[src/rtl/core/rled_pkg.sv]
package rled_pkg;

	localparam logic [2:0] ERR_NONE      = 3'd0;
	localparam logic [2:0] ERR_ZERO_SIZE = 3'd1;
	localparam logic [2:0] ERR_ZERO_CNT  = 3'd2;
	localparam logic [2:0] ERR_OVERFLOW  = 3'd3;
	localparam logic [2:0] ERR_DATA_END  = 3'd4;

	localparam logic [1:0] REG_TONE_TOP  = 2'd0;
	localparam logic [1:0] REG_INVERT    = 2'd1;
	localparam logic [1:0] REG_TRANSP    = 2'd2;

	localparam logic [3:0] COLOR_MAX     = 4'hf;
	localparam logic [4:0] DIV_STEPS     = 5'd16;

	// x / 15 equals (x * 137) >> 11 for every x up to 225.
	localparam logic [15:0] TONE_RECIP   = 16'd137;
	localparam int          TONE_SHIFT   = 11;

	typedef struct packed {
		logic take;
		logic div_start;
		logic load_out;
	} rled_cmd_t;

	typedef struct packed {
		logic has_result;
		logic needs_div;
		logic div_done;
		logic out_free;
	} rled_sts_t;

	function automatic logic [3:0] tone_map(input logic [3:0] color, input logic [3:0] top,
		input logic inv);
		logic [3:0]  src;
		logic [7:0]  prod;
		logic [15:0] scaled;
		src    = inv ? (COLOR_MAX - color) : color;
		prod   = {4'd0, src} * {4'd0, top};
		scaled = {8'd0, prod} * TONE_RECIP;
		return scaled[TONE_SHIFT +: 4];
	endfunction

endpackage

[src/rtl/core/rled_div.sv]
module rled_div import rled_pkg::*; (
	input  logic        clk,
	input  logic        arst_n,
	input  logic        start,
	input  logic [15:0] dividend,
	input  logic [7:0]  divisor,
	output logic        done,
	output logic [15:0] quotient,
	output logic [7:0]  remainder
);

	logic [4:0]  cnt_q;
	logic [15:0] quo_q;
	logic [7:0]  rem_q;
	logic [7:0]  dvs_q;
	logic [8:0]  trial;
	logic [8:0]  diff;
	logic        fits;

	assign trial = {rem_q, quo_q[15]};
	assign diff  = trial - {1'b0, dvs_q};
	assign fits  = trial >= {1'b0, dvs_q};

	always_ff @(posedge clk or negedge arst_n) begin
		if (!arst_n) begin
			cnt_q <= '0;
		end else if (start) begin
			cnt_q <= DIV_STEPS;
		end else if (cnt_q != '0) begin
			cnt_q <= cnt_q - 5'd1;
		end
	end

	always_ff @(posedge clk) begin
		if (start) begin
			quo_q <= dividend;
			rem_q <= '0;
			dvs_q <= divisor;
		end else if (cnt_q != '0) begin
			quo_q <= {quo_q[14:0], fits};
			rem_q <= fits ? diff[7:0] : trial[7:0];
		end
	end

	assign done      = cnt_q == '0;
	assign quotient  = quo_q;
	assign remainder = rem_q;

endmodule

[src/rtl/core/rled_dp.sv]
module rled_dp import rled_pkg::*; #(
	parameter int CACHE_BYTES = 262144
) (
	input  logic        clk,
	input  logic        arst_n,
	input  rled_cmd_t   cmd,
	output rled_sts_t   sts,
	input  logic [7:0]  s_tdata,
	input  logic        s_tlast,
	output logic        m_tvalid,
	input  logic        m_tready,
	output logic [63:0] m_tdata,
	output logic        m_tuser,
	output logic        m_tlast,
	input  logic        cfg_valid,
	input  logic [1:0]  cfg_index,
	input  logic [3:0]  cfg_data
);

	localparam int SUM_W = 19;
	localparam int CMP_W = ($clog2(CACHE_BYTES + 1) > SUM_W) ? $clog2(CACHE_BYTES + 1) : SUM_W;

	typedef enum logic [1:0] {
		PH_WIDTH,
		PH_HEIGHT,
		PH_TOKEN
	} ph_t;

	ph_t         phase_q, nxt_phase;
	logic [7:0]  width_q, nxt_width;
	logic [15:0] left_q, nxt_left;
	logic [15:0] index_q, nxt_index;
	logic [1:0]  seen_q, nxt_seen;
	logic [7:0]  partial_q, nxt_partial;
	logic [3:0]  color_q, nxt_color;
	logic [17:0] total_q, nxt_total;

	logic [3:0]  tone_top_q;
	logic        invert_q;
	logic        transp_q;

	logic        pnd_run_q;
	logic [3:0]  pnd_color_q;
	logic        pnd_hidden_q;
	logic [15:0] pnd_len_q;
	logic        pnd_done_q;
	logic [17:0] pnd_bytes_q;
	logic [2:0]  pnd_err_q;

	logic        out_valid_q;
	logic [63:0] out_data_q;
	logic        out_run_q;
	logic        out_last_q;

	logic        res;
	logic        run;
	logic        fin;
	logic        err_hit;
	logic        tok_done;
	logic        eod;
	logic        bound_hit;
	logic [2:0]  err;
	logic [15:0] count;
	logic [2:0]  used;
	logic [3:0]  tok_color;
	logic [15:0] area;
	logic [SUM_W-1:0] bound_sum;

	logic        div_done;
	logic [15:0] div_quo;
	logic [7:0]  div_rem;

	rled_div u_div (
		.clk       (clk),
		.arst_n    (arst_n),
		.start     (cmd.div_start),
		.dividend  (index_q),
		.divisor   (width_q),
		.done      (div_done),
		.quotient  (div_quo),
		.remainder (div_rem)
	);

	assign bound_sum = {1'b0, total_q} + {17'd0, seen_q} + SUM_W'(3);
	assign bound_hit = CMP_W'(bound_sum) >= CMP_W'(CACHE_BYTES);
	assign area      = {8'd0, width_q} * {8'd0, s_tdata};
	assign tok_color = (seen_q == 2'd0) ? s_tdata[3:0] : color_q;

	always_comb begin
		nxt_phase   = phase_q;
		nxt_width   = width_q;
		nxt_left    = left_q;
		nxt_index   = index_q;
		nxt_seen    = seen_q;
		nxt_partial = partial_q;
		nxt_color   = color_q;
		nxt_total   = total_q;
		res         = 1'b0;
		run         = 1'b0;
		fin         = 1'b0;
		err_hit     = 1'b0;
		tok_done    = 1'b0;
		err         = ERR_NONE;
		count       = '0;
		used        = '0;
		eod         = s_tlast || (phase_q == PH_TOKEN && bound_hit);
		case (phase_q)
			PH_WIDTH: begin
				nxt_width = s_tdata;
				if (s_tlast) begin
					err_hit = 1'b1;
					err     = ERR_DATA_END;
				end else begin
					nxt_phase = PH_HEIGHT;
				end
			end
			PH_HEIGHT: begin
				if (width_q == '0 || s_tdata == '0) begin
					err_hit = 1'b1;
					err     = ERR_ZERO_SIZE;
				end else if (s_tlast) begin
					err_hit = 1'b1;
					err     = ERR_DATA_END;
				end else begin
					nxt_left    = area;
					nxt_index   = '0;
					nxt_total   = '0;
					nxt_seen    = '0;
					nxt_partial = '0;
					nxt_phase   = PH_TOKEN;
				end
			end
			PH_TOKEN: begin
				case (seen_q)
					2'd0: begin
						nxt_color = s_tdata[3:0];
						if (s_tdata[7:4] != '0) begin
							count    = {12'd0, s_tdata[7:4]};
							used     = 3'd1;
							tok_done = 1'b1;
						end
					end
					2'd1: begin
						if (s_tdata != '0) begin
							count    = {8'd0, s_tdata};
							used     = 3'd2;
							tok_done = 1'b1;
						end
					end
					2'd2: begin
						nxt_partial = s_tdata;
					end
					default: begin
						count = {s_tdata, partial_q};
						if (count == '0) begin
							err_hit = 1'b1;
							err     = ERR_ZERO_CNT;
						end else begin
							used     = 3'd4;
							tok_done = 1'b1;
						end
					end
				endcase
				if (!err_hit) begin
					if (!tok_done) begin
						if (eod) begin
							err_hit = 1'b1;
							err     = ERR_DATA_END;
						end else begin
							nxt_seen = seen_q + 2'd1;
						end
					end else if (count > left_q) begin
						err_hit = 1'b1;
						err     = ERR_OVERFLOW;
					end else begin
						res         = 1'b1;
						run         = 1'b1;
						nxt_total   = total_q + {15'd0, used};
						nxt_left    = left_q - count;
						nxt_index   = index_q + count;
						nxt_seen    = '0;
						nxt_partial = '0;
						if (nxt_left == '0) begin
							fin       = 1'b1;
							nxt_phase = PH_WIDTH;
						end else if (eod) begin
							err       = ERR_DATA_END;
							nxt_phase = PH_WIDTH;
						end
					end
				end
			end
			default: begin
				nxt_phase = PH_WIDTH;
			end
		endcase
		if (err_hit) begin
			res         = 1'b1;
			run         = 1'b0;
			nxt_phase   = PH_WIDTH;
			nxt_seen    = '0;
			nxt_partial = '0;
		end
	end

	always_ff @(posedge clk or negedge arst_n) begin
		if (!arst_n) begin
			phase_q     <= PH_WIDTH;
			width_q     <= '0;
			left_q      <= '0;
			index_q     <= '0;
			seen_q      <= '0;
			partial_q   <= '0;
			color_q     <= '0;
			total_q     <= '0;
			tone_top_q  <= COLOR_MAX;
			invert_q    <= 1'b0;
			transp_q    <= 1'b0;
			out_valid_q <= 1'b0;
		end else begin
			if (cmd.take) begin
				phase_q   <= nxt_phase;
				width_q   <= nxt_width;
				left_q    <= nxt_left;
				index_q   <= nxt_index;
				seen_q    <= nxt_seen;
				partial_q <= nxt_partial;
				color_q   <= nxt_color;
				total_q   <= nxt_total;
			end
			if (cfg_valid) begin
				case (cfg_index)
					REG_TONE_TOP: tone_top_q <= cfg_data;
					REG_INVERT:   invert_q   <= cfg_data[0];
					REG_TRANSP:   transp_q   <= cfg_data[0];
					default:      ;
				endcase
			end
			if (cmd.load_out) begin
				out_valid_q <= 1'b1;
			end else if (m_tready) begin
				out_valid_q <= 1'b0;
			end
		end
	end

	always_ff @(posedge clk) begin
		if (cmd.take && res) begin
			pnd_run_q    <= run;
			pnd_color_q  <= run ? tone_map(tok_color, tone_top_q, invert_q) : 4'd0;
			pnd_hidden_q <= run && transp_q && tok_color == 4'd0;
			pnd_len_q    <= run ? count : 16'd0;
			pnd_done_q   <= fin;
			pnd_bytes_q  <= fin ? nxt_total : 18'd0;
			pnd_err_q    <= err;
		end
		if (cmd.load_out) begin
			out_run_q  <= pnd_run_q;
			out_last_q <= pnd_done_q;
			out_data_q <= {6'd0, pnd_err_q, pnd_bytes_q,
				pnd_run_q ? div_quo[7:0] : 8'd0,
				pnd_run_q ? div_rem : 8'd0,
				pnd_len_q, pnd_hidden_q, pnd_color_q};
		end
	end

	assign sts.has_result = res;
	assign sts.needs_div  = run;
	assign sts.div_done   = div_done;
	assign sts.out_free   = !out_valid_q || m_tready;

	assign m_tvalid = out_valid_q;
	assign m_tdata  = out_data_q;
	assign m_tuser  = out_run_q;
	assign m_tlast  = out_last_q;

endmodule

[src/rtl/core/rled_ctrl.sv]
module rled_ctrl import rled_pkg::*; (
	input  logic      clk,
	input  logic      arst_n,
	input  logic      s_tvalid,
	output logic      s_tready,
	input  rled_sts_t sts,
	output rled_cmd_t cmd
);

	typedef enum logic [1:0] {
		ST_ACCEPT,
		ST_DIV,
		ST_EMIT
	} state_t;

	state_t state_q, nxt_state;
	logic   rdy_q;

	always_comb begin
		nxt_state     = state_q;
		cmd.take      = s_tvalid && rdy_q;
		cmd.div_start = 1'b0;
		cmd.load_out  = 1'b0;
		case (state_q)
			ST_ACCEPT: begin
				if (cmd.take && sts.has_result) begin
					if (sts.needs_div) begin
						cmd.div_start = 1'b1;
						nxt_state     = ST_DIV;
					end else begin
						nxt_state = ST_EMIT;
					end
				end
			end
			ST_DIV: begin
				if (sts.div_done) begin
					nxt_state = ST_EMIT;
				end
			end
			ST_EMIT: begin
				if (sts.out_free) begin
					cmd.load_out = 1'b1;
					nxt_state    = ST_ACCEPT;
				end
			end
			default: begin
				nxt_state = ST_ACCEPT;
			end
		endcase
	end

	always_ff @(posedge clk or negedge arst_n) begin
		if (!arst_n) begin
			state_q <= ST_ACCEPT;
			rdy_q   <= 1'b1;
		end else begin
			state_q <= nxt_state;
			rdy_q   <= nxt_state == ST_ACCEPT;
		end
	end

	assign s_tready = rdy_q;

endmodule

[src/rtl/core/rle_4bpp_image_decoder.sv]
// Decodes a cached 4-bit-per-pixel run-length image that arrives one byte per word: width,
// height, then run tokens of one, two or four bytes. Each finished token gives one output
// word with the tone-mapped color, hidden flag, length and start column and row; the word
// that completes the image has tlast set and carries the token byte total. Errors give
// a word with only the error code, except a run cut off by the end of the data, which
// carries the code in its run word. A byte that completes a run is accepted, then the
// bit-serial divider splits the pixel index into row and column, the controller sees the
// divider finish, and the result moves into the output register once it is free. An error
// word skips the divider. The output register holds a finished word while the next byte is
// taken in. There is no clearing pass after reset.
module rle_4bpp_image_decoder import rled_pkg::*; #(
	parameter int CACHE_BYTES = 262144
) (
	input  logic        clk,
	input  logic        arst_n,
	input  logic        s_tvalid,
	output logic        s_tready,
	input  logic [7:0]  s_tdata,  // [7:0] data_byte
	input  logic        s_tlast,
	output logic        m_tvalid,
	input  logic        m_tready,
	// [3:0] run_color, [4] run_hidden, [20:5] run_length, [28:21] start_col,
	// [36:29] start_row, [54:37] bytes_used, [57:55] error_code, [63:58] zero
	output logic [63:0] m_tdata,
	output logic        m_tuser,  // [0] has_run
	output logic        m_tlast,
	input  logic        cfg_valid,
	output logic        cfg_ready,
	input  logic [1:0]  cfg_index,
	input  logic [3:0]  cfg_data
);

	rled_cmd_t cmd;
	rled_sts_t sts;

	assign cfg_ready = 1'b1;

	rled_ctrl u_ctrl (
		.clk      (clk),
		.arst_n   (arst_n),
		.s_tvalid (s_tvalid),
		.s_tready (s_tready),
		.sts      (sts),
		.cmd      (cmd)
	);

	rled_dp #(
		.CACHE_BYTES (CACHE_BYTES)
	) u_dp (
		.clk       (clk),
		.arst_n    (arst_n),
		.cmd       (cmd),
		.sts       (sts),
		.s_tdata   (s_tdata),
		.s_tlast   (s_tlast),
		.m_tvalid  (m_tvalid),
		.m_tready  (m_tready),
		.m_tdata   (m_tdata),
		.m_tuser   (m_tuser),
		.m_tlast   (m_tlast),
		.cfg_valid (cfg_valid),
		.cfg_index (cfg_index),
		.cfg_data  (cfg_data)
	);

endmodule

[config.mk]
export PLATFORM = sky130hd
export DESIGN_NAME = rle_4bpp_image_decoder
export DESIGN_NICKNAME = d
export VERILOG_FILES = /design/src/rtl/core/rled_pkg.sv /design/src/rtl/core/rled_div.sv /design/src/rtl/core/rled_dp.sv /design/src/rtl/core/rled_ctrl.sv /design/src/rtl/core/rle_4bpp_image_decoder.sv
export SDC_FILE = /design/constraint.sdc
export NUM_CORES = 1
export LEC_CHECK = 0
export ABC_AREA = 1
export BUFFER_PORTS_ARGS = -buffer_cell sky130_fd_sc_hd__buf_2
export CORE_MARGIN = 4
export CORE_UTILIZATION = 34
export CTS_CLUSTER_SIZE = 16
export DETAILED_ROUTE_END_ITERATION = 8
export GPL_TIMING_DRIVEN = 0
export PLACE_DENSITY = 0.58
export SYNTH_ARGS = -nofsm -noshare
export SYNTH_HDL_FRONTEND = slang
export SYNTH_SLANG_ARGS = --single-unit
export TNS_END_PERCENT = 1
[constraint.sdc]
create_clock -name clk -period 5.6 [get_ports clk]
set_input_delay 0.84 -clock clk [delete_from_list [all_inputs] [get_ports clk]]
set_output_delay 0.84 -clock clk [all_outputs]
set_load 0.02 [all_outputs]
# Yosys cells after proc, flatten, opt, wreduce, memory -nomap -nowiden
# Cells that the tools add are included.
dict set report totals {
  ff_bits 225
  inputBits 20
  elab_cells 212
}
dict set report classes {
  n_reduce_logical 38
  n_eq_ne 22
  order_cmp 3
  addsub 9
  multipliers 3
  muxes 108
}
# cell n
set ops {}
lappend ops {{16-bit 2-to-1 mux} 13}
lappend ops {{18-bit 2-to-1 mux} 5}
lappend ops {{8-bit 2-to-1 mux} 9}
lappend ops {{16-bit case mux with 2 select lines} 2}
lappend ops {{16-bit case mux with 3 select lines} 1}
lappend ops {{2-bit 2-to-1 mux} 22}
lappend ops {{18-bit case mux with 2 select lines} 1}
lappend ops {{16-bit zero test} 2}
lappend ops {{1-bit 2-to-1 mux} 32}
lappend ops {{3-bit 2-to-1 mux} 10}
lappend ops {{18-bit by 2-bit adder with 19-bit output} 1}
lappend ops {{19-bit by 2-bit adder with 19-bit output (second input constant)} 1}
lappend ops {{19-bit greater-or-equal comparator (second input constant)} 1}
lappend ops {{18-bit by 3-bit adder with 18-bit output} 1}
lappend ops {{3-bit by 2-bit inequality test with 1-bit output (second input constant)} 6}
lappend ops {{3-bit case mux with 3 select lines} 2}
lappend ops {{16-bit adder} 1}
lappend ops {{16-bit > comparator} 1}
lappend ops {{8-bit zero test} 2}
lappend ops {{8-bit by 8-bit multiplier with 16-bit output} 1}
lappend ops {{8-bit case mux with 2 select lines} 1}
lappend ops {{16-bit subtractor} 1}
lappend ops {{8-bit by 8-bit multiplier with 15-bit output (second input constant)} 1}
lappend ops {{7-bit AND reduction} 2}
lappend ops {{31 further kinds} 64}

# Logic depth before layout (Yosys ltp)
# Gate-level depths: netlist (run 1).
dict set report logic_depth {
  word_depth 14
  ltp_mapped 31
  mapped_depth_nobuf 30
}

# Modules after synthesis
# A second synthesis (run 1) with hierarchy kept.
dict set report unflattened {
  cells_unflattened 1944
  hier_area_um2 15999.1
}
# mod cells_per_inst area_each_um2 n_inst
set by_module_without_submodules {}
lappend by_module_without_submodules {rled_dp 1667 13769.5 1}
lappend by_module_without_submodules {rled_div 251 2040.7 1}
lappend by_module_without_submodules {rled_ctrl 24 177.7 1}
lappend by_module_without_submodules {rle_4bpp_image_decoder 2 11.3 1}

# Least setup slack after synthesis (run 1)
# No wires, ideal clock.
dict set report synth_timing {
  path_type {input to register}
  from {input s_tdata[0]}
  to {register u_dp.pnd_color_q[3], data pin}
  path_buffers 1
  arrival_ps 5744
  cell_stages 28
  setup_slack_ps -401
  setup_time_ps 257
  t_required_ps 5343
  path_cell_list {clkbuf_1 nand2_1 o21ai_0 xor2_1 or2_2 fa_1 inv_1 fa_1 ha_1 a21o_1 a31oi_1 inv_1 a21oi_1 nor2_1 nor2_1 xnor2_1 ha_1 ha_1 ha_1 ha_1 inv_1 o21bai_1 a21oi_1 nor2_1 a211oi_1 nand2_1 xnor2_1 nor2_1}
}
dict set report synth_between {
  elab_chain_len 10
  elab_cells_between_ends 30
}
# item line
set synth_lines {}
lappend synth_lines {{from (decl)} rle_4bpp_image_decoder.sv:18} ;# input logic [7:0] s_tdata,
lappend synth_lines {{parallel branches: the longest is 10 deep, another holds 8-bit by 8-bit multiplier with 15-bit output} --}
lappend synth_lines {{to (signal assigned)} rled_dp.sv:250} ;# pnd_color_q <= run ? tone_map(tok_color, tone_top_q, invert_q) : 4'd0;
lappend synth_lines {{to (decl)} rled_dp.sv:43} ;# logic [3:0] pnd_color_q;
# Several ways; the timed one is not identified. The select of a mux whose other input is x is not followed.
# A chain may end at the register's enable or synchronous reset.

# Final worst setup path (run 1)
dict set report layout_timing {
  from {register u_dp.seen_q[1]}
  to {register u_dp.pnd_color_q[3], data pin}
}
dict set report layout_between {
  elab_chain_len 10
  elab_cells_between_ends 31
}
# item line
set layout_lines {}
lappend layout_lines {{from (decl)} rled_dp.sv:33} ;# logic [1:0] seen_q, nxt_seen;
lappend layout_lines {{from (signal assigned)} rled_dp.sv:226} ;# seen_q <= nxt_seen;
lappend layout_lines {{parallel branches: the longest is 10 deep, another holds 8-bit by 8-bit multiplier with 15-bit output} --}
# Several ways; the timed one is not identified. The select of a mux whose other input is x is not followed.

==> results.sh, run 1 <==
export IMPL_worst_clock_skew_ns=0.01291
export IMPL_max_cap_viol_count=0
export IMPL_netSwitchingFraction=0.4668
export IMPL_grt_overflow_total=0
export IMPL_comb_power_share=0.612
export IMPL_timing_critical_path_to="u_dp.pnd_color_q[3]$_SDFFCE_PN0N_"
export IMPL_fillCellCount=4479
export IMPL_cellPowerDensity_mw_per_mm2=638.2
export IMPL_synth_async_sr_flop_share=0.3956
export IMPL_die_h_um=220.6
export IMPL_crit_arrival_ns=5.72
export IMPL_io_pins=89
export IMPL_hold_slack_ns=0.3316
export IMPL_worst_setup_path_startpoint="u_dp.seen_q[1]$_DFFE_PN0P_"
export IMPL_report_final_hold_viol_count=0
export IMPL_fin_area_mm2=0.01784
export IMPL_holdCritPathClass="in -> async"
export IMPL_design_core_area_mm2=0.04441
export IMPL_crit_slowest_cell="fa_1"
export IMPL_synth_top_cell_by_area="edfxtp_1"
export IMPL_initial_utilization=0.3460
export IMPL_peakVddDrop_mv=0.4254
export IMPL_cp_slowest_stage_delay_ns=0.56
export IMPL_fmax_ghz=0.1835
export IMPL_crit_reg2reg_capture="u_dp.pnd_color_q[3]$_SDFFCE_PN0N_"
export IMPL_initial_antenna_violation_count=4
export IMPL_clkLatencyLatePin_ns=0.54
export IMPL_number_of_enable_type_register_cells_in_the_synthesized_netlist=128
export IMPL_grt_setup_unrepaired="yes"
export IMPL_layout_drive_gt1_share=0.1255
export IMPL_criticalPathCategory="reg -> reg"
export IMPL_synth_top_cells_by_count="465 x nand2_1, 316 x inv_1, 135 x nor2_1"
export IMPL_global_route_usage_total=0.1584
export IMPL_wl_met3_um=1950
export IMPL_cts_buffers_inserted=25
export IMPL_netlist_top_cells_area="edfxtp_1 25%, dfrtp_1 14%, nand2_1 11%, ha_1 11%, inv_1 7.7%"
export IMPL_synth_cell_area_mm2=0.01537
export IMPL_sequentialPowerShare=0.238
export IMPL_number_of_global_route_vias_before_repair=11950
export IMPL_port_buffer_count=80
export IMPL_pre_cts_ws_ns=-0.7541
export IMPL_critical_path_most_common_cell="ha_4"
export IMPL_antenna_cells=0
export IMPL_final_core_util=0.4018
export IMPL_detail_route_wirelength_um=39000
export IMPL_nNetsFinal=2169
export IMPL_setup_ws_ns=0.1513
export IMPL_dp_cells=2531
export IMPL_tightest_slew_ns=0.9708
export IMPL_yosys_cell_count_top_type="nand2_1"
export IMPL_status="finished clean"
export IMPL_post_synth_top_area_fraction=0.2501
export IMPL_highest_signal_layer="met5"
export IMPL_synth_seq_cells=225
export IMPL_layout_area_overhead_vs_synth_pct=16.11
export IMPL_maxSlewViolCount=0
export IMPL_dr_total_vias=12490
export IMPL_crit_path_max_fanout=6
export IMPL_final_non_filler_cells=2584
export IMPL_fin_total_pwr_mw=11.39
export IMPL_setup_worst_path_start_class="flop"
export IMPL_setup_viol_count_final=0
export IMPL_power_frac_clock=0.149
export IMPL_routed_wire_length_per_instance_um=15.09
export IMPL_layout_worst_path_cycle_share=0.9730
export IMPL_regToRegStartpoint="u_dp.seen_q[1]$_DFFE_PN0P_"
export IMPL_drc=0
export IMPL_total_switching_power_mw=5.316
export IMPL_dr_first_iter_drc_count=885
export IMPL_cts_root_buffer_cell="clkbuf_16"
export IMPL_synth_flop_cell="edfxtp_1"
export IMPL_wl_met2_um=17740
export IMPL_relative_slew_slack=0.3460
export IMPL_clkTransAtPathRegs_ns=0.06
export IMPL_die_w_um=220.6
export IMPL_ctsHtreeMaxLevel=1
export IMPL_synth_seq_area_share=0.4058
export IMPL_intPower_mw=6.072
export IMPL_synth_yosys_warnings=0
export IMPL_crit_path_end_kind="flop"
export IMPL_ys_types=53
export IMPL_p_leak_nw=8.625
export IMPL_met1Wirelength_um=18030
export IMPL_clock_sinks=225
export IMPL_netlist_instances=1851
export IMPL_synth_avg_cell_area_um2=8.303
export IMPL_drt_antenna_violating_nets=0
export IMPL_gpl_final_weighted_congestion=0.9159
export IMPL_timing_critical_path_required_ns=5.87
export IMPL_num_rows=77
export IMPL_dpl_cell_area_mm2=0.01674
export IMPL_route_detailed_vias_per_inst=4.834
export IMPL_grt_first_pass_wirelength_um=62250
export IMPL_clock_tree_buffer_depth=3
export IMPL_post_route_min_period_ns=5.449
export IMPL_worst_r2r_path_depth=29
export IMPL_grt_max_degree=50
export IMPL_tritoncts_clock_tree="yes"
export IMPL_number_of_optimization_iterations_in_the_first_detailed_route_pass=5
export IMPL_ctsHoldBuffers=0
export IMPL_reg2reg_setup_slack_ns=0.15
export IMPL_hpwl_um=30200
export IMPL_fp_dieArea_mm2=0.04867
export IMPL_finalSetupTns_ns=0
-- logic make-up after synthesis --
group / after synthesis / share of synthesized area
and+or+nand+nor: 757 / 0.2056
buffers and inverters: 382 / 0.09924
AOI/OAI and AO/OA: 269 / 0.1013
DFF: 225 / 0.4058
adders and majority gates: 176 / 0.1648
xor gates and xnor gates: 40 / 0.02280
other: 2 / 0.0004887
-- timing repair --
item | 4_1_cts | 5_1_grt
setup buffers | 4 | 7
gates resized for setup | 9 | 33
setup endpoints to repair | 4 | 4
cloned | 0 | 0
pin swaps | 3 | 20
-- critical path: cells and delay by family, from the launching register on --
family / cells / cell delay (ns)
AND/OR/NAND/NOR: 6 / 0.50
AO/OA/AOI/OAI: 7 / 1.02
XOR/XNOR: 3 / 0.52
flip-flops: 1 / 0.39
buffers and inverters: 5 / 0.39
adder cells (fa/ha/maj): 8 / 2.37
-- worst min-delay path by stage --
stage                                           start                           to  slack [ns]
finish                                         arst_n  u_dp.left_q[14]$_DFFE_PN0P_        0.33
floorplan           u_dp.pnd_color_q[0]$_SDFFCE_PN0N_    u_dp.m_tdata[0]$_DFFE_PP_        0.40
global placement          u_dp.pnd_hidden_q$_DFFE_PN_    u_dp.m_tdata[4]$_DFFE_PP_        0.41
global route                                   arst_n  u_dp.left_q[14]$_DFFE_PN0P_        0.39
CTS                                            arst_n  u_dp.left_q[14]$_DFFE_PN0P_        0.37
detailed placement   u_dp.pnd_len_q[12]$_SDFFCE_PN0N_   u_dp.m_tdata[17]$_DFFE_PP_        0.40
-- routing by layer --
layer / up-vias / GRT usage
met5: - / 0
met2: 291 / 0.2572
met4: 8 / 0.05284
met3: 66 / 0.02280
met1: 5877 / 0.2183
li1: 6248 / -
-- state kept, by name (all words and copies together), names as in the netlist, 2 cells and up --
signal / cells
u_dp.m_tdata: 58
u_dp.pnd_bytes_q: 18
u_dp.total_q: 18
u_dp.index_q: 16
u_dp.left_q: 16
u_dp.pnd_len_q: 16
u_dp.u_div.quotient: 16
u_dp.partial_q: 8
u_dp.u_div.dvs_q: 8
u_dp.u_div.remainder: 8
u_dp.width_q: 8
u_dp.u_div.cnt_q: 5
u_dp.color_q: 4
u_dp.pnd_color_q: 4
u_dp.tone_top_q: 4
u_dp.pnd_err_q: 3
u_ctrl.state_q: 2
u_dp.phase_q: 2
u_dp.seen_q: 2
-- power by group through the flow --
stage	clock (mW)	sequential, mW	combinational, mW
floorplan	0	2.82	4.97
global route	1.82	2.76	7.98
detailed placement	0	2.74	6.71
CTS	1.76	2.71	6.81
global placement	0	2.76	6.57
finish	1.70	2.71	6.98
-- layout by cell type (no fill, tap or decap), types with 8 or more instances in the layout --
| master | Yosys | routed |
|---|---|---|
| xnor2_1 | 12 | 11 |
| dfrtp_1 | 84 | 84 |
| edfxtp_1 | 128 | 128 |
| o21ai_0 | 114 | 110 |
| inv_1 | 316 | 309 |
| nand4_1 | 24 | 24 |
| o221ai_1 | 8 | 8 |
| xor2_1 | 28 | 23 |
| clkbuf_1 | 22 | 23 |
| nor3_1 | 21 | 20 |
| a21oi_1 | 75 | 72 |
| fa_1 | 44 | 42 |
| nor2_1 | 135 | 132 |
| buf_2 | 17 | 96 |
| inv_2 | 10 | 16 |
| ha_1 | 132 | 119 |
| ha_4 | 0 | 13 |
| nand3_1 | 81 | 81 |
| dfxtp_1 | 8 | 8 |
| nand2_1 | 465 | 464 |
| clkbuf_16 | 0 | 25 |
| o211ai_1 | 15 | 15 |
| o22ai_1 | 17 | 17 |
| buf_4 | 8 | 19 |
-- final cells by class --
| type | count | area, um^2 | area share |
|---|---|---|---|
| well taps | 592 | 740.7 | 0.04151 |
| inverters | 328 | 1236 | 0.06928 |
| repair buffers | 94 | 560.5 | 0.03141 |
| plain buffers | 50 | 280.3 | 0.01571 |
| flip-flops and latches | 225 | 6237 | 0.3495 |
| clock inverters | 14 | 186.4 | 0.01045 |
| clock buffers | 32 | 661.9 | 0.03709 |
| multi-input cells | 1249 | 7941 | 0.4450 |
Note: power is estimated with default switching activity, not from simulation.
==> inputs of run 2 (changes only) <==
PLACE_DENSITY = 0.57   (was 0.58)
clock period = 5.9 ns   (was 5.6 ns; I/O delays follow)
==> run 2 against run 1 <==
  * Hold slack got worse by 0.032 ns
  * Die area unchanged
  * Design area decreased by 0.54%
  * Final cell count increased by 0.12%
  * Via count decreased by 0.52%
  * Combinational power decreased by 6.6%
  * Highest routed layer unchanged
==> results.sh, run 2 (synthesis results as in run 1) <==
export IMPL_nNetsFinal=2171
export IMPL_setup_worst_path_start_class="flop"
export IMPL_clock_tree_buffer_depth=3
export IMPL_dp_cells=2531
export IMPL_number_of_optimization_iterations_in_the_first_detailed_route_pass=5
export IMPL_grt_max_degree=64
export IMPL_detail_route_wirelength_um=38900
export IMPL_routed_wire_length_per_instance_um=15.03
export IMPL_crit_path_end_kind="flop"
export IMPL_regToRegStartpoint="u_dp.seen_q[0]$_DFFE_PN0P_"
export IMPL_timing_critical_path_required_ns=6.18
export IMPL_wl_met3_um=2331
export IMPL_initial_utilization=0.3460
export IMPL_critical_path_most_common_cell="ha_4"
export IMPL_dr_total_vias=12430
export IMPL_clkTransAtPathRegs_ns=0.06
export IMPL_most_common_layout_cells="465 x nand2_1, 313 x inv_1, 133 x nor2_1"
export IMPL_clkLatencyLatePin_ns=0.54
export IMPL_cp_slowest_stage_delay_ns=0.46
export IMPL_comb_power_share=0.608
export IMPL_cts_buffers_inserted=26
export IMPL_holdCritPathClass="in -> async"
export IMPL_layout_worst_path_cycle_share=0.9534
export IMPL_grt_first_pass_wirelength_um=62060
export IMPL_layout_drive_gt1_share=0.1193
export IMPL_intPower_mw=5.703
export IMPL_die_h_um=220.6
export IMPL_final_core_util=0.3996
export IMPL_maxSlewViolCount=0
export IMPL_crit_reg2reg_capture="u_dp.pnd_color_q[3]$_SDFFCE_PN0N_"
export IMPL_dr_first_iter_drc_count=800
export IMPL_total_switching_power_mw=5.019
export IMPL_layout_area_overhead_vs_synth_pct=15.48
export IMPL_clock_sinks=225
export IMPL_fp_dieArea_mm2=0.04867
export IMPL_ctsHtreeMaxLevel=1
export IMPL_post_route_min_period_ns=5.625
export IMPL_sequentialPowerShare=0.240
export IMPL_drc=0
export IMPL_worst_r2r_path_depth=29
export IMPL_port_buffer_count=80
export IMPL_final_non_filler_cells=2587
export IMPL_tightest_slew_ns=1.027
export IMPL_netSwitchingFraction=0.4681
export IMPL_reg2reg_setup_slack_ns=0.27
export IMPL_relative_slew_slack=0.3084
export IMPL_gpl_final_weighted_congestion=0.9140
export IMPL_route_detailed_vias_per_inst=4.803
export IMPL_largest_register_ff_count=58
export IMPL_antenna_cells=0
export IMPL_tritoncts_clock_tree="yes"
export IMPL_highest_signal_layer="met5"
export IMPL_cellPowerDensity_mw_per_mm2=604.2
export IMPL_met1Wirelength_um=17770
export IMPL_peakVddDrop_mv=0.3262
export IMPL_num_rows=77
export IMPL_hpwl_um=30150
export IMPL_report_final_hold_viol_count=0
export IMPL_crit_path_max_fanout=6
export IMPL_max_cap_viol_count=0
export IMPL_crit_arrival_ns=5.90
export IMPL_criticalPathCategory="reg -> reg"
export IMPL_global_route_usage_total=0.1575
export IMPL_die_w_um=220.6
export IMPL_grt_overflow_total=0
export IMPL_initial_antenna_violation_count=3
export IMPL_mostFrequentLayoutCell="nand2_1"
export IMPL_number_of_global_route_vias_before_repair=11910
export IMPL_worst_clock_skew_ns=0.009654
export IMPL_fmax_ghz=0.1778
export IMPL_power_frac_clock=0.152
export IMPL_fin_total_pwr_mw=10.72
export IMPL_wl_met2_um=17720
export IMPL_status="finished clean"
export IMPL_finalSetupTns_ns=0
export IMPL_cts_root_buffer_cell="clkbuf_16"
export IMPL_crit_slowest_cell="fa_1"
export IMPL_design_core_area_mm2=0.04441
export IMPL_setup_viol_count_final=0
export IMPL_hold_slack_ns=0.2999
export IMPL_io_pins=89
export IMPL_drt_antenna_violating_nets=0
export IMPL_p_leak_nw=8.623
## run 2: changes by cell type in the layout (fill, tap and decap cells not counted), moves of 2 or more
| cell | change |
|---|---|
| bufinv_16 | -2 |
| clkbuf_1 | +2 |
| clkbuf_16 | +2 |
| ha_1 | +2 |
| ha_4 | -3 |
| inv_1 | +4 |
| inv_2 | -3 |
| o21ai_4 | -2 |
| xor2_1 | +3 |
| xor2_2 | -3 |
## run 2: what timing repair did
| item | 4_1_cts | 5_1_grt |
|---|---|---|
| gates cloned | 0 | 0 |
| setup endpoints to repair | 4 | 4 |
| hold buffers | 0 | 0 |
| pin swaps | 4 | 8 |
| setup buffers | 3 | 9 |
| gates resized for setup | 14 | 17 |
## run 2: per-stage QoR
stage	setup slack, ns	area, um^2
after floorplan	0.02590	15410
after global placement	-0.7054	16550
after detailed placement	-0.7312	16630
after CTS	0.01361	17550
after global routing	-0.03609	17750
final	0.2749	17750
## run 2: critical path: cells and delay by family, from the launching register on
family,cells,cell delay [ns]
DFF,1,0.40
AOI/OAI and AO/OA,7,1.02
buffers and inverters,4,0.47
and+or+nand+nor,7,0.54
adders and majority gates,8,2.29
xor gates and xnor gates,3,0.64
## run 2: layout make-up
| cell class | instances | area (um^2) |
|---|---|---|
| fillers | 4464 | 26670 |
| repair buffers | 95 | 558.0 |
| flip-flops and latches | 225 | 6237 |
| clock inverters | 12 | 127.6 |
| inverters | 328 | 1234 |
| well taps | 592 | 740.7 |
| multi-input cells | 1249 | 7845 |
| clock buffers | 36 | 729.5 |
| plain buffers | 50 | 276.5 |
## run 2: worst max path at each step
stage                                from                           endpoint  slack, ns  cells after the start
2_1_floorplan                  s_tdata[0]  u_dp.pnd_color_q[3]$_SDFFCE_PN0N_       0.03                     28
3_3_place_gp                   s_tdata[1]  u_dp.pnd_color_q[3]$_SDFFCE_PN0N_      -0.71                     29
3_5_place_dp                   s_tdata[0]  u_dp.pnd_color_q[3]$_SDFFCE_PN0N_      -0.73                     27
4_1_cts        u_dp.seen_q[1]$_DFFE_PN0P_  u_dp.pnd_color_q[3]$_SDFFCE_PN0N_       0.01                     29
5_1_grt        u_dp.seen_q[0]$_DFFE_PN0P_  u_dp.pnd_color_q[3]$_SDFFCE_PN0N_      -0.04                     26
6_report       u_dp.seen_q[0]$_DFFE_PN0P_  u_dp.pnd_color_q[3]$_SDFFCE_PN0N_       0.27                     29
## run 2: per-layer routing
metal | global-route usage | up-vias
met5 | 0 | -
met4 | 0.04681 | 6
met3 | 0.02733 | 60
met2 | 0.2586 | 328
met1 | 0.2142 | 5791
li1 | - | 6240
## run 2: power groups by stage
stage	Combinational (mW)	Sequential (mW)	Clock (mW)
2_1_floorplan	4.54	2.68	0
3_3_place_gp	6.04	2.62	0
3_5_place_dp	6.17	2.60	0
4_1_cts	6.28	2.57	1.67
5_1_grt	7.49	2.62	1.73
6_report	6.52	2.57	1.63
==> inputs of run 3 (changes only) <==
CORE_MARGIN = not set   (was 4)
==> run 3 against run 2 <==
  * Fmax fell by 1.0%
  * Worst setup slack got worse by 0.057 ns
  * Sequential share of layout area fell by 0.21 points
==> results.sh, run 3 (synthesis results as in run 1) <==
export IMPL_detail_route_wirelength_um=39110
export IMPL_most_common_layout_cells="465 x nand2_1, 313 x inv_1, 133 x nor2_1"
export IMPL_fp_dieArea_mm2=0.04606
export IMPL_route_detailed_vias_per_inst=4.863
export IMPL_fillCellCount=4519
export IMPL_max_cap_viol_count=0
export IMPL_num_rows=77
export IMPL_cellPowerDensity_mw_per_mm2=608.5
export IMPL_number_of_global_route_vias_before_repair=12180
export IMPL_clkLatencyLatePin_ns=0.56
export IMPL_setup_viol_count_final=0
export IMPL_timing_critical_path_to="u_dp.pnd_color_q[3]$_SDFFCE_PN0N_"
export IMPL_grt_overflow_total=0
export IMPL_crit_path_end_kind="flop"
export IMPL_tightest_slew_ns=0.9879
export IMPL_grt_max_degree=50
export IMPL_timing_critical_path_required_ns=6.20
export IMPL_die_w_um=214.6
export IMPL_design_core_area_mm2=0.04441
export IMPL_finalSetupTns_ns=0
export IMPL_footprint_of_the_multi_input_gates_mm2=0.007836
export IMPL_number_of_optimization_iterations_in_the_first_detailed_route_pass=8
export IMPL_largest_register_ff_count=58
export IMPL_report_final_hold_viol_count=0
export IMPL_crit_path_max_fanout=5
export IMPL_crit_reg2reg_capture="u_dp.pnd_color_q[3]$_SDFFCE_PN0N_"
export IMPL_total_switching_power_mw=5.059
export IMPL_dp_cells=2531
export IMPL_post_route_min_period_ns=5.682
export IMPL_ctsHoldBuffers=0
export IMPL_global_route_usage_total=0.1694
export IMPL_layout_worst_path_cycle_share=0.9631
export IMPL_reg2reg_setup_slack_ns=0.22
export IMPL_dr_first_iter_drc_count=866
export IMPL_power_frac_clock=0.164
export IMPL_layout_drive_gt1_share=0.1211
export IMPL_layout_area_overhead_vs_synth_pct=16.18
export IMPL_nNetsFinal=2172
export IMPL_cts_buffers_inserted=28
export IMPL_clkTransAtPathRegs_ns=0.06
export IMPL_setup_worst_path_start_class="flop"
export IMPL_relative_slew_slack=0.3344
export IMPL_antenna_cells=0
export IMPL_worst_setup_path_startpoint="u_dp.seen_q[0]$_DFFE_PN0P_"
export IMPL_netSwitchingFraction=0.4656
export IMPL_holdCritPathClass="in -> async"
export IMPL_comb_power_share=0.599
export IMPL_status="finished clean"
export IMPL_gpl_final_weighted_congestion=0.8976
export IMPL_maxSlewViolCount=0
export IMPL_tritoncts_clock_tree="yes"
export IMPL_hpwl_um=30280
export IMPL_crit_arrival_ns=5.98
export IMPL_final_non_filler_cells=2590
export IMPL_mostFrequentLayoutCell="nand2_1"
export IMPL_intPower_mw=5.807
export IMPL_initial_antenna_violation_count=5
export IMPL_worst_r2r_path_depth=26
export IMPL_clock_sinks=225
export IMPL_io_pins=89
export IMPL_drc=0
export IMPL_criticalPathCategory="reg -> reg"
export IMPL_port_buffer_count=80
export IMPL_seq_area_mm2=0.006237
export IMPL_sequentialPowerShare=0.237
export IMPL_dr_total_vias=12590
export IMPL_regToRegStartpoint="u_dp.seen_q[0]$_DFFE_PN0P_"
export IMPL_clock_tree_buffer_depth=3
export IMPL_initial_utilization=0.3460
export IMPL_grt_first_pass_wirelength_um=63030
export IMPL_cts_root_buffer_cell="clkbuf_16"
export IMPL_ctsHtreeMaxLevel=1
export IMPL_fmax_ghz=0.1760
export IMPL_peakVddDrop_mv=0.3407
export IMPL_routed_wire_length_per_instance_um=15.10
export IMPL_p_leak_nw=8.690
export IMPL_drt_antenna_violating_nets=0
export IMPL_die_h_um=214.6
export IMPL_worst_clock_skew_ns=0.01972
-- run 3: changes by cell type in the layout (fill, tap and decap cells not counted), moves of 3 or more --
cell	before	now
ha_4	10	7
xor2_1	26	23
clkbuf_1	25	22
xor2_2	2	5
clkinv_4	3	6
ha_1	121	124
-- run 3: area by class of cell --
class / count / area share
plain buffers: 50 / 0.01549
clock buffers: 34 / 0.04226
clock inverters: 18 / 0.01219
inverters: 328 / 0.06910
multi-input cells: 1249 / 0.4389
flip-flops and latches: 225 / 0.3493
well taps: 592 / 0.04149
repair buffers: 94 / 0.03125
-- run 3: how the worst min path moves through the flow --
stage / start / to / slack [ns] / depth (start not counted)
global route: u_dp.pnd_bytes_q[6]$_SDFFCE_PN0N_ / u_dp.m_tdata[43]$_DFFE_PP_ / 0.42 / 0
floorplan: u_dp.pnd_color_q[0]$_SDFFCE_PN0N_ / u_dp.m_tdata[0]$_DFFE_PP_ / 0.40 / 0
detailed placement: u_dp.pnd_len_q[11]$_SDFFCE_PN0N_ / u_dp.m_tdata[16]$_DFFE_PP_ / 0.40 / 0
finish: arst_n / u_dp.left_q[14]$_DFFE_PN0P_ / 0.38 / 1
global placement: u_dp.pnd_len_q[1]$_SDFFCE_PN0N_ / u_dp.m_tdata[6]$_DFFE_PP_ / 0.40 / 0
CTS: arst_n / u_dp.left_q[14]$_DFFE_PN0P_ / 0.42 / 1
-- run 3: timing repair --
item                                   4_1_cts  5_1_grt
endpoints found under the hold margin        0        0
setup buffers                                2        9
gates resized for setup                      9       22
setup endpoints to repair                    4        4
pin swaps                                    4        8
-- run 3: critical path: stages, from the launching register on --
cell and delay, ns:
dfrtp_1 0.40, inv_2 0.09, ha_4 0.20, nand2_1 0.12, o21ai_4 0.09, xor2_2 0.20
or2_2 0.30, fa_1 0.53, inv_1 0.06, fa_1 0.59, ha_2 0.30, a31oi_4 0.21
inv_1 0.06, a21oi_1 0.12, nor2_1 0.06, nor2_2 0.11, xnor2_2 0.14, ha_1 0.27
ha_1 0.34, ha_4 0.26, ha_4 0.28, nand2_1 0.08, nor3_2 0.23, nand4_1 0.12
nand2_1 0.09, xnor2_1 0.11, nor2_1 0.06
-- run 3: power groups by stage --
stage	Clock [mW]	Combinational, mW	Sequential (mW)
2_1_floorplan	0	4.54	2.68
3_3_place_gp	0	6.06	2.62
3_5_place_dp	0	6.21	2.60
4_1_cts	1.83	6.28	2.58
5_1_grt	1.88	7.40	2.63
6_report	1.78	6.50	2.58
-- run 3: per-stage QoR --
stage | worst slack (ns) | cell area (um^2) | util | total power [mW] | hold WS (ns)
5_1_grt | -0.02565 | 17850 | 0.4020 | 11.91 | 0.4215
3_5_place_dp | -0.7073 | 16640 | 0.3747 | 8.811 | 0.4045
4_1_cts | 0.03828 | 17660 | 0.3976 | 10.69 | 0.4155
2_1_floorplan | 0.02590 | 15410 | - | 7.225 | 0.4003
3_3_place_gp | -0.7001 | 16550 | 0.3727 | 8.686 | 0.4034
6_report | 0.2176 | 17850 | 0.4020 | 10.87 | 0.3786
-- run 3: routing by layer --
layer / GRT usage / share of wire
met3: 0.02227 / 0.051
met2: 0.2828 / 0.46
met4: 0.05238 / 0.028
met5: 0 / 0.0012
met1: 0.2275 / 0.46
